--- src/rtl/mgcb_pkg.sv ---
// Shared types and constants for the margin gradient canvas blend unit.
// No dependencies; imported by every module of the block.
package mgcb_pkg;

    localparam int CoordW    = 16;            // pixel coordinate and screen size
    localparam int SizeW     = 12;            // margin and gradient widths
    localparam int PixW      = 32;            // ARGB8888 / xRGB8888
    localparam int ChanW     = 8;             // one colour channel
    localparam int NumChan   = 3;             // R, G, B
    localparam int DistW     = SizeW;         // ring distances never exceed the gradient
    localparam int SqW       = 2 * DistW + 1; // dx*dx + dy*dy
    localparam int RootW     = DistW + 1;     // floor sqrt of the above
    localparam int SqStages  = (SqW + 1) / 2; // one root bit per stage
    localparam int DivStages = ChanW;         // one quotient bit per stage
    localparam int CfgAddrW  = 3;

    typedef enum logic [CfgAddrW-1:0] {
        REG_SCREEN_WIDTH  = 3'd0,
        REG_SCREEN_HEIGHT = 3'd1,
        REG_MARGIN_SIZE   = 3'd2,
        REG_GRADIENT_SIZE = 3'd3,
        REG_BASE_COLOUR   = 3'd4,
        REG_BACKDROP      = 3'd5
    } cfg_reg_t;

    // Pixel class; ring classes are resolved to blend or pass before the blend stage
    typedef enum logic [2:0] {
        CLS_BASE,
        CLS_BLEND,
        CLS_PASS,
        CLS_EDGE,
        CLS_CORNER
    } cls_t;

    typedef struct packed {
        cls_t              cls;
        logic [DistW-1:0]  dx;     // edge distance, or x distance at a corner
        logic [DistW-1:0]  dy;
        logic [PixW-1:0]   px;
        logic [SizeW-1:0]  rem;    // alpha step divider remainder
        logic [ChanW-1:0]  step;   // alpha step quotient
        logic [ChanW-1:0]  alpha;
    } side_t;

    typedef struct packed {
        cls_t              cls;
        logic [ChanW-1:0]  alpha;
        logic [PixW-1:0]   px;
    } blend_req_t;

endpackage

--- src/rtl/mgcb_isqrt.sv ---
// Pipelined floor integer square root, one result bit per stage.
// Depends on mgcb_pkg for widths and stage count.
module mgcb_isqrt (
    input  logic                        aclk,
    input  logic                        ce,
    input  logic [mgcb_pkg::SqW-1:0]    radicand,
    output logic [mgcb_pkg::RootW-1:0]  root
);
    import mgcb_pkg::*;

    logic [SqW-1:0] v_reg  [SqStages];
    logic [SqW-1:0] r_reg  [SqStages];
    logic [SqW-1:0] v_next [SqStages];
    logic [SqW-1:0] r_next [SqStages];
    logic [SqW-1:0] v_in   [SqStages];
    logic [SqW-1:0] r_in   [SqStages];
    logic [SqW-1:0] bit_w  [SqStages];
    logic [SqW-1:0] trial  [SqStages];

    always_comb begin
        for (int i = 0; i < SqStages; i++) begin
            v_in[i]  = (i == 0) ? radicand : v_reg[(i == 0) ? 0 : i - 1];
            r_in[i]  = (i == 0) ? '0 : r_reg[(i == 0) ? 0 : i - 1];
            bit_w[i] = SqW'(1) << (2 * (SqStages - 1 - i));
            trial[i] = r_in[i] + bit_w[i];
            if (v_in[i] >= trial[i]) begin
                v_next[i] = v_in[i] - trial[i];
                r_next[i] = (r_in[i] >> 1) + bit_w[i];
            end else begin
                v_next[i] = v_in[i];
                r_next[i] = r_in[i] >> 1;
            end
        end
    end

    always_ff @(posedge aclk) begin
        if (ce) begin
            for (int i = 0; i < SqStages; i++) begin
                v_reg[i] <= v_next[i];
                r_reg[i] <= r_next[i];
            end
        end
    end

    assign root = r_reg[SqStages-1][RootW-1:0];

endmodule

--- src/rtl/mgcb_blend.sv ---
// Two-stage per-channel alpha blend and final pixel selection.
// Depends on mgcb_pkg for blend_req_t and widths.
module mgcb_blend (
    input  logic                       aclk,
    input  logic                       ce,
    input  mgcb_pkg::blend_req_t       req,
    input  logic [mgcb_pkg::PixW-1:0]  base_colour,
    output logic [mgcb_pkg::PixW-1:0]  pixel
);
    import mgcb_pkg::*;

    localparam int PcW = 2 * ChanW;     // (255-a)*c
    localparam int PpW = 2 * ChanW + 1; // (a+1)*p

    logic [ChanW-1:0]   wc;
    logic [ChanW:0]     wp;
    logic [PcW-1:0]     pc_reg [NumChan];
    logic [PpW-1:0]     pp_reg [NumChan];
    blend_req_t         req_reg;
    logic [PpW-1:0]     sum    [NumChan];
    logic [PixW-1:0]    mixed;
    logic [PixW-1:0]    pixel_next;
    logic [PixW-1:0]    pixel_reg;

    assign wc = ~req.alpha;
    assign wp = {1'b0, req.alpha} + 1'b1;

    always_ff @(posedge aclk) begin
        if (ce) begin
            for (int c = 0; c < NumChan; c++) begin
                pc_reg[c] <= wc * base_colour[c*ChanW +: ChanW];
                pp_reg[c] <= wp * req.px[c*ChanW +: ChanW];
            end
            req_reg <= req;
        end
    end

    always_comb begin
        mixed = '0;
        for (int c = 0; c < NumChan; c++) begin
            sum[c] = {1'b0, pc_reg[c]} + pp_reg[c];
            mixed[c*ChanW +: ChanW] = sum[c][ChanW +: ChanW];
        end
        unique case (req_reg.cls)
            CLS_BASE: pixel_next = base_colour;
            CLS_PASS: pixel_next = req_reg.px;
            default:  pixel_next = mixed;
        endcase
    end

    always_ff @(posedge aclk) begin
        if (ce) begin
            pixel_reg <= pixel_next;
        end
    end

    assign pixel = pixel_reg;

endmodule

--- src/rtl/margin_gradient_canvas_blend_unit.sv ---
// Top level of the margin gradient canvas blend unit.
// Depends on mgcb_pkg, mgcb_isqrt and mgcb_blend.
//
// Usage:
//   Input channel s_* carries one pixel transaction: coordinate and backdrop pixel.
//   Output channel m_* returns the canvas pixel, one per input, in order.
//   Both channels are valid/ready. The cfg_* port writes one register per cycle
//   at cfg_wr_en (index 0..5: width, height, margin, gradient, base colour,
//   backdrop present); write only while no transaction is in flight.
// Throughput and depth:
//   Throughput is one pixel per cycle while m_ready does not stall the output. The
//   depth is set by the 13-stage corner square root pipeline plus classification,
//   squaring, alpha and blend stages.
// Stall:
//   The whole pipeline advances together; when m_valid is high and m_ready is
//   low every stage holds and s_ready drops, so nothing is lost or repeated.
// Reset:
//   aresetn (synchronous, active low) empties the pipeline and loads the
//   register defaults (1024 x 768, margin 64, gradient 4, base 0, no backdrop).
module margin_gradient_canvas_blend_unit (
    input  logic                           aclk,
    input  logic                           aresetn,
    input  logic                           s_valid,
    output logic                           s_ready,
    input  logic [mgcb_pkg::CoordW-1:0]    s_pixel_x,
    input  logic [mgcb_pkg::CoordW-1:0]    s_pixel_y,
    input  logic [mgcb_pkg::PixW-1:0]      s_backdrop_pixel,
    output logic                           m_valid,
    input  logic                           m_ready,
    output logic [mgcb_pkg::PixW-1:0]      m_canvas_pixel,
    input  logic                           cfg_wr_en,
    input  logic [mgcb_pkg::CfgAddrW-1:0]  cfg_addr,
    input  logic [mgcb_pkg::PixW-1:0]      cfg_wdata
);
    import mgcb_pkg::*;

    localparam int SW        = CoordW + 2;
    localparam int DivFirst  = 3;
    localparam int DivLast   = DivFirst + DivStages - 1;
    localparam int RootIdx   = 2 + SqStages;
    localparam int SelIdx    = RootIdx + 1;
    localparam int TopStages = SelIdx + 1;
    localparam int Latency   = TopStages + 2;
    localparam int ProdW     = ChanW + RootW;
    localparam int ChkW      = ChanW + SizeW + 1;

    localparam logic [CoordW-1:0] RstWidth  = 16'd1024;
    localparam logic [CoordW-1:0] RstHeight = 16'd768;
    localparam logic [SizeW-1:0]  RstMargin = 12'd64;
    localparam logic [SizeW-1:0]  RstGrad   = 12'd4;

    // configuration registers
    logic [CoordW-1:0] width_reg;
    logic [CoordW-1:0] height_reg;
    logic [SizeW-1:0]  margin_reg;
    logic [SizeW-1:0]  grad_reg;
    logic [PixW-1:0]   base_reg;
    logic              present_reg;

    always_ff @(posedge aclk) begin
        if (!aresetn) begin
            width_reg   <= RstWidth;
            height_reg  <= RstHeight;
            margin_reg  <= RstMargin;
            grad_reg    <= RstGrad;
            base_reg    <= '0;
            present_reg <= 1'b0;
        end else if (cfg_wr_en) begin
            unique case (cfg_addr)
                REG_SCREEN_WIDTH:  width_reg   <= cfg_wdata[CoordW-1:0];
                REG_SCREEN_HEIGHT: height_reg  <= cfg_wdata[CoordW-1:0];
                REG_MARGIN_SIZE:   margin_reg  <= cfg_wdata[SizeW-1:0];
                REG_GRADIENT_SIZE: grad_reg    <= cfg_wdata[SizeW-1:0];
                REG_BASE_COLOUR:   base_reg    <= cfg_wdata;
                REG_BACKDROP:      present_reg <= cfg_wdata[0];
                default: ;
            endcase
        end
    end

    logic [SizeW-1:0] g_eff;
    logic [ChanW-1:0] alpha_base;
    logic [ChanW-1:0] num;

    assign g_eff      = (grad_reg > margin_reg) ? margin_reg : grad_reg;
    assign alpha_base = base_reg[PixW-1 -: ChanW];
    assign num        = ~alpha_base;

    // pipeline control
    logic [Latency-1:0] vld_reg;
    logic               ce;

    assign ce      = !vld_reg[Latency-1] || m_ready;
    assign s_ready = ce;
    assign m_valid = vld_reg[Latency-1];

    always_ff @(posedge aclk) begin
        if (!aresetn) begin
            vld_reg <= '0;
        end else if (ce) begin
            vld_reg <= {vld_reg[Latency-2:0], s_valid};
        end
    end

    // classification
    logic signed [SW-1:0] x_s, y_s, m_s, k_s, wm_s, hm_s, wk_s, hk_s, dx_s, dy_s;
    logic                 xin, yin, outer;
    cls_t                 cls_in;
    logic [DistW-1:0]     d_first;

    always_comb begin
        x_s   = signed'({2'b00, s_pixel_x});
        y_s   = signed'({2'b00, s_pixel_y});
        m_s   = signed'({{(SW-SizeW){1'b0}}, margin_reg});
        k_s   = signed'({{(SW-SizeW){1'b0}}, margin_reg - g_eff});
        wm_s  = signed'({2'b00, width_reg}) - m_s;
        hm_s  = signed'({2'b00, height_reg}) - m_s;
        wk_s  = signed'({2'b00, width_reg}) - k_s;
        hk_s  = signed'({2'b00, height_reg}) - k_s;
        xin   = (x_s >= m_s) && (x_s < wm_s);
        yin   = (y_s >= m_s) && (y_s < hm_s);
        outer = (x_s < k_s) || (x_s >= wk_s) || (y_s < k_s) || (y_s >= hk_s);
        dx_s  = (x_s < m_s) ? (m_s - x_s) : (x_s - wm_s);
        dy_s  = (y_s < m_s) ? (m_s - y_s) : (y_s - hm_s);
        d_first = dx_s[DistW-1:0];
        if (!present_reg) begin
            cls_in = CLS_BASE;
        end else if (xin && yin) begin
            cls_in = CLS_BLEND;
        end else if (outer) begin
            cls_in = CLS_PASS;
        end else if (xin) begin
            cls_in  = CLS_EDGE;
            d_first = dy_s[DistW-1:0];
        end else if (yin) begin
            cls_in = CLS_EDGE;
        end else begin
            cls_in = CLS_CORNER;
        end
    end

    // side channel, divider and alpha stages
    side_t              side_reg  [TopStages];
    side_t              side_next [TopStages];
    logic [2*DistW-1:0] sq_x_reg, sq_y_reg;
    logic [SqW-1:0]     sum_reg;
    logic [RootW-1:0]   root;

    always_comb begin
        logic [SizeW:0]   rem_t;
        logic [RootW-1:0] d;
        logic [ProdW-1:0] prod;
        logic             far;
        rem_t = '0;
        d     = '0;
        prod  = '0;
        far   = 1'b0;
        side_next[0].cls   = cls_in;
        side_next[0].dx    = d_first;
        side_next[0].dy    = dy_s[DistW-1:0];
        side_next[0].px    = s_backdrop_pixel;
        side_next[0].rem   = '0;
        side_next[0].step  = '0;
        side_next[0].alpha = '0;
        for (int j = 1; j < TopStages; j++) begin
            side_next[j] = side_reg[j-1];
            if (j >= DivFirst && j <= DivLast) begin
                rem_t = {side_reg[j-1].rem, num[(DivLast - j) % ChanW]};
                if (rem_t >= {1'b0, g_eff}) begin
                    side_next[j].rem = SizeW'(rem_t - {1'b0, g_eff});
                    side_next[j].step[(DivLast - j) % ChanW] = 1'b1;
                end else begin
                    side_next[j].rem = rem_t[SizeW-1:0];
                end
            end
            if (j == SelIdx) begin
                d    = (side_reg[j-1].cls == CLS_CORNER) ? root
                                                         : {1'b0, side_reg[j-1].dx};
                prod = side_reg[j-1].step * d;
                far  = (g_eff == '0) || (d > {1'b0, g_eff});
                if (side_reg[j-1].cls == CLS_EDGE || side_reg[j-1].cls == CLS_CORNER) begin
                    side_next[j].cls   = far ? CLS_PASS : CLS_BLEND;
                    side_next[j].alpha = alpha_base + prod[ChanW-1:0];
                end else begin
                    side_next[j].alpha = alpha_base;
                end
            end
        end
    end

    always_ff @(posedge aclk) begin
        if (ce) begin
            for (int j = 0; j < TopStages; j++) begin
                side_reg[j] <= side_next[j];
            end
            sq_x_reg <= side_reg[0].dx * side_reg[0].dx;
            sq_y_reg <= side_reg[0].dy * side_reg[0].dy;
            sum_reg  <= {1'b0, sq_x_reg} + {1'b0, sq_y_reg};
        end
    end

    mgcb_isqrt u_isqrt (
        .aclk     (aclk),
        .ce       (ce),
        .radicand (sum_reg),
        .root     (root)
    );

    blend_req_t blend_req;

    assign blend_req.cls   = side_reg[SelIdx].cls;
    assign blend_req.alpha = side_reg[SelIdx].alpha;
    assign blend_req.px    = side_reg[SelIdx].px;

    mgcb_blend u_blend (
        .aclk        (aclk),
        .ce          (ce),
        .req         (blend_req),
        .base_colour (base_reg),
        .pixel       (m_canvas_pixel)
    );

    // checks
    a_div_step: assert property (@(posedge aclk) disable iff (!aresetn)
        (vld_reg[DivLast] && g_eff != '0) |->
            (side_reg[DivLast].rem < g_eff) &&
            ((ChkW'(side_reg[DivLast].step) * ChkW'(g_eff) + ChkW'(side_reg[DivLast].rem))
                == ChkW'(num)))
        else $error("alpha step divider result inconsistent");

    a_ring_dist: assert property (@(posedge aclk) disable iff (!aresetn)
        (vld_reg[0] && (side_reg[0].cls == CLS_EDGE || side_reg[0].cls == CLS_CORNER)) |->
            (side_reg[0].dx <= g_eff) &&
            (side_reg[0].cls != CLS_CORNER || side_reg[0].dy <= g_eff))
        else $error("gradient ring distance beyond gradient width");

    a_sel_resolved: assert property (@(posedge aclk) disable iff (!aresetn)
        vld_reg[SelIdx] |->
            (side_reg[SelIdx].cls == CLS_BASE || side_reg[SelIdx].cls == CLS_BLEND ||
             side_reg[SelIdx].cls == CLS_PASS))
        else $error("ring class reached blend stage unresolved");

    a_reset_empty: assert property (@(posedge aclk)
        !aresetn |=> (vld_reg == '0))
        else $error("pipeline not empty after reset");

endmodule

--- config.mk ---
export PLATFORM = sky130hd
export DESIGN_NAME = margin_gradient_canvas_blend_unit
export DESIGN_NICKNAME = d
export VERILOG_FILES = /design/src/rtl/mgcb_pkg.sv /design/src/rtl/mgcb_isqrt.sv /design/src/rtl/mgcb_blend.sv /design/src/rtl/margin_gradient_canvas_blend_unit.sv
export SDC_FILE = /design/constraint.sdc
export NUM_CORES = 2
export LEC_CHECK = 0
export BUFFER_PORTS_ARGS = -buffer_cell sky130_fd_sc_hd__buf_2
export CAP_MARGIN = 20
export CORE_MARGIN = 1.5
export CORE_UTILIZATION = 55
export CTS_BUF_LIST = sky130_fd_sc_hd__clkbuf_4
export DETAILED_ROUTE_END_ITERATION = 16
export GPL_ROUTABILITY_DRIVEN = 0
export PLACE_DENSITY = 0.74
export REMOVE_ABC_BUFFERS = 1
export SYNTH_ARGS = -nofsm -noshare
export SYNTH_HDL_FRONTEND = slang
export SYNTH_SLANG_ARGS = --single-unit
export TNS_END_PERCENT = 10
--- constraint.sdc ---
create_clock -name aclk -period 43.6 [get_ports aclk]
set_input_delay 0 -clock aclk [delete_from_list [all_inputs] [get_ports aclk]]
set_output_delay 0 -clock aclk [all_outputs]
set_load 0.005 [all_outputs]
Word-level counts from Yosys, hierarchy flattened
Memories as Yosys holds them, arrays and structs flattened.
Cells that the tools add are included.
- bits of input ports: 104
- register bits after elaboration: 248
- RAM bits: 2228
- memories kept: 5
- output and inout port bits: 34
- logic and storage cells: 210
- add/sub/neg operators: 60
- order comparisons: 33
- reductions and logical operators: 19
- muxes and demuxes: 61
- bitwise gates (word level): 2
- eq/ne operators: 8
- $mul: 9
- memory list (memory ; depth ; bits a word ; read ports ; clocked after memory_dff ; wr ports ; line ; source):
    side_reg ; 17 ; 87 ; 17 ; 0 ; 17 ; margin_gradient_canvas_blend_unit.sv:143 ; side_t side_reg [TopStages];
    u_isqrt.r_reg ; 13 ; 25 ; 13 ; 0 ; 13 ; mgcb_isqrt.sv:12 ; logic [SqW-1:0] r_reg [SqStages];
    u_isqrt.v_reg ; 13 ; 25 ; 12 ; 0 ; 13 ; mgcb_isqrt.sv:11 ; logic [SqW-1:0] v_reg [SqStages];
    u_blend.pp_reg ; 3 ; 17 ; 3 ; 0 ; 3 ; mgcb_blend.sv:18 ; logic [PpW-1:0] pp_reg [NumChan];
    u_blend.pc_reg ; 3 ; 16 ; 3 ; 0 ; 3 ; mgcb_blend.sv:17 ; logic [PcW-1:0] pc_reg [NumChan];
- operators by type and width (cell ; count):
    $mux W25 ; 26
    $ge A25 B25 Y1 ; 12
    $sub A25 B25 Y25 ; 12
    $mux W12 ; 15
    $sub A12 B12 Y12 ; 13
    $ge A13 B12 Y1 ; 8
    $sub A16 B12 Y17 ; 4
    $lt A16 B12 Y1 ; 4
    $pmux W32 S2 ; 1
    $mul A9 B8 Y17 ; 3
    $add A16 B16 Y16 ; 3
    $mul A12 B12 Y24 ; 2
    $mul A8 B8 Y16 ; 3
    $ge A17 B17 Y1 ; 2
    $lt A17 B17 Y1 ; 2
    $ge A16 B12 Y1 ; 2
    $add A24 B1 Y25 const B ; 1
    $add A24 B11 Y25 const B ; 1
    $add A24 B13 Y25 const B ; 1
    $add A24 B15 Y25 const B ; 1
    $add A24 B17 Y25 const B ; 1
    $add A24 B19 Y25 const B ; 1
    $add A24 B21 Y25 const B ; 1
    $add A24 B23 Y25 const B ; 1
    39 further kinds ; 72

Depth between registers and ports, before layout
- depth in word-level cells: 11
- depth in mapped cells: 46
- mapped depth without buffers: 42

Modules after synthesis
A second synthesis with hierarchy kept.
- cell total of the unflattened synthesis: 7600
- area total of the unflattened synthesis: 94929.8 um^2
- by module, submodules not included (module ; area an instance (um^2) ; times used ; seq. area each (um^2) ; cells an instance):
    margin_gradient_canvas_blend_unit ; 56754.4 ; 1 ; 33301.9 ; 4282
    mgcb_blend ; 19917.9 ; 1 ; 4894.7 ; 1940
    mgcb_isqrt ; 18257.5 ; 1 ; 11741.3 ; 1378

Least setup slack after synthesis
No wires, ideal clock.
- path type: reg-to-reg
- from: register vld_reg[18]
- to: memory side_reg[0][1000] (netlist bit), enable pin
- path slack: -2.469 ns
- library setup time: 2.575 ns
- cell stages (with the launch flop): 4
- path buffers: 1
- period minus slack after synthesis: 46.069 ns
- required time: 41.025 ns
- arrival time: 43.494 ns
- cells stage by stage: dfxtp_1 > nor2b_1 > clkinv_1 > clkbuf_1
- RTL lines (item ; line ; source):
    start, declared ; margin_gradient_canvas_blend_unit.sv:90 ; logic [Latency-1:0] vld_reg;
    start signal, assigned ; margin_gradient_canvas_blend_unit.sv:101 ; vld_reg <= {vld_reg[Latency-2:0], s_valid};
    end, declared ; margin_gradient_canvas_blend_unit.sv:143 ;

==> run summary <==
Die Wd = 417 microns
Power Density = 80.4 nW/um^2
Synth cell types = 110
Syn. warnings = 0
Most common cell after layout, fill and taps aside = edfxtp_1
Fmax = 85.5 MHz
Worst skew pair latency = 1340 ps
Die Ht = 417 microns
Clock slew at reported path FFs = 70 ps
Status = complete, no violations
Initial antenna violation count = 13
Setup Buffers After CTS = 0
Worst VDD drop = 0.663 mV
TritonCTS clock tree = done
Die area = 174000 sq um
Share of cells above drive strength 1 = 0.115
CTS Sinks = 1699
Crit path required time = 44810 ps
Cts-stage hold buffer count = 333
Top cell type by total area after synthesis = edfxtp_1
Synth Cell Area = 94500 sq um
Top-area cell type share of the netlist area = 0.506
Htree depth = 5
Worst Max-Slew Pin Slew = 1060 ps
CP arrival = 12900 ps
Post-synthesis async set-or-reset flop share = 0
Leak = 0.0460 uW
Crit end category = flip-flop
Final Util = 0.626
Max_slew headroom = 0.276
Vias in the first global route = 62300
Post-cts resize count = 0
Synthesis-to-finish area growth = 12.6%
Starting Density = 0.556
R2R Setup Slk = 31900 ps
First-pass GRT wire length = 322 mm
Detailed-route vias per instance = 5.55
TNS Setup = 0 ps
Top Ports = 138
Root buffer cell = clkbuf_4
RR Endpoint = side_reg[0][84]
Final min period = 11700 ps
Hold Startpoint = aresetn
Post-synth EDFFs = 1591
Routed Antenna Nets = 0
Fin. Hold Viols = 0
Main synth FF type = edfxtp_1
Worst Setup Start Kind = flip-flop
Avg WL per Cell = 18.6 microns
Worst Reg-to-Reg Cells = 39
Post-Syn Area per Cell = 12.4 sq um
Slew Viols, Final = 0
WL final = 202 mm
Largest net degree at the start of global routing = 225
Grt ovf = 0
Max-Cap Viols = 0
Cells after synthesis = 7593
Placement row count = 151
HPWL after DPL = 141 mm
Crit Path Category = reg -> reg
Most used cell, CP = ha_1
Synth area leaders = edfxtp_1, ha_1, fa_1
Period utilization = 0.268
CORE AREA = 170000 sq um
DR DRC count = 0
Hold depth = 4
Setup violators final = 0
Total GRT Usage = 0.233
Clock Path Buffers = 4
Crit-path slowest cell = a21oi_4
Post-synthesis sequential area ratio = 0.528
Hold path endpoint = width_reg[10]
Clock Skew = 157 ps
RSZ-0062 raised after global routing = no
Max reg flops = 966
Drt pass-1 iters = 8
Crit path largest cell delay = 820 ps
Port bufs = 137
Nets@finish = 9611
FF+latch count, synth = 1699
CP Max Fanout = 24
DR vias = 60400
Num CTS Buffers = 436
Initial DRC Count = 4492
HP Class = in -> reg
FF-to-FF Start = margin_reg[7]
Most frequent cells in the layout = edfxtp_1, inv_1, ha_1
area by class of cell:
type,count,area [sq um]
Tap cell,2218,2780
Timing Repair Buffer,528,4510
Antenna cell,12,30.0
Clock buffer,623,4680
Clock inverter,119,698
Multi-Input combinational cell,4875,40700
Sequential cell,1699,49900
Fill cell,12900,63600
Inverter,813,3060
cells in the mapped netlist (17+ instances only):
cell type	number
a21boi_0	152
maj3_1	26
nor4_1	41
fa_1	413
o211ai_1	26
and2_1	211
a211o_1	17
a21o_1	98
or3_1	27
mux2i_1	46
nand4_1	50
o21ai_0	230
xnor2_1	356
clkbuf_1	160
nand2b_1	162
dfxtp_1	108
mux2_2	37
a31oi_1	23
nand3_1	68
nor2_1	318
inv_1	808
nand2_1	671
xor2_1	120
nor3_1	86
a21oi_1	274
edfxtp_1	1591
or2_2	22
o21a_1	67
a211oi_1	30
o21bai_1	33
nor4b_1	20
ha_1	741
and3_1	20
o31ai_1	39
nor2b_1	200
buf_2	22
routing by layer:
metal,share of wire,vias up,GRT usage
met2,0.49,2031,0.396
met5,0.00028,-,0
met4,0.035,8,0.101
li1,-,28400,-
met1,0.40,29500,0.290
met3,0.067,527,0.0454
worst max path at each step:
stage	from	endpoint	slack (ps)
after floorplan	vld_reg[18]	side_reg[0][1000]	1500
after global placement	margin_reg[7]	side_reg[0][72]	32920
after global routing	margin_reg[1]	side_reg[0][84]	31240
after CTS	margin_reg[7]	side_reg[0][84]	32290
after detailed placement	margin_reg[7]	side_reg[0][72]	32490
final	margin_reg[7]	side_reg[0][84]	31900
worst max-delay path: cells and delay by family, from the launching register on:
family                     cells  cell delay, ps
and+or+nand+nor                8            1290
AOI/OAI and AO/OA             17            4590
buffers and inverters          5            1970
adders and majority gates      7            2490
xor gates and xnor gates       2             600
DFF                            1             630
metrics by stage:
step	power [uW]	worst slack [ps]	hold WS (ps)	area (sq um)	cells
floorplan	6030	1500	71.8	93700	7387
global placement	7080	32920	177	97600	9798
detailed placement	7200	32490	179	97600	9798
CTS	8640	32290	12.7	106000	10900
global route	9320	31240	124	106000	10900
finish	8560	31900	178	106000	10900
logic make-up after synthesis:
family / Yosys count / share of synthesized area
and+or+nand+nor: 1961 / 0.104
AOI/OAI and AO/OA: 1155 / 0.0821
adders and majority gates: 1186 / 0.189
buffers and inverters: 1019 / 0.0412
other: 1 / 0.0000397
DFF: 1699 / 0.528
xor gates and xnor gates: 476 / 0.0441
muxes: 96 / 0.0112
where the power goes:
part / switching, uW / internal, uW / total, uW
clock: 632 / 700 / 1330
combinational: 2550 / 1990 / 4540
sequential: 236 / 2450 / 2690
(Power assumes the default switching activity.)
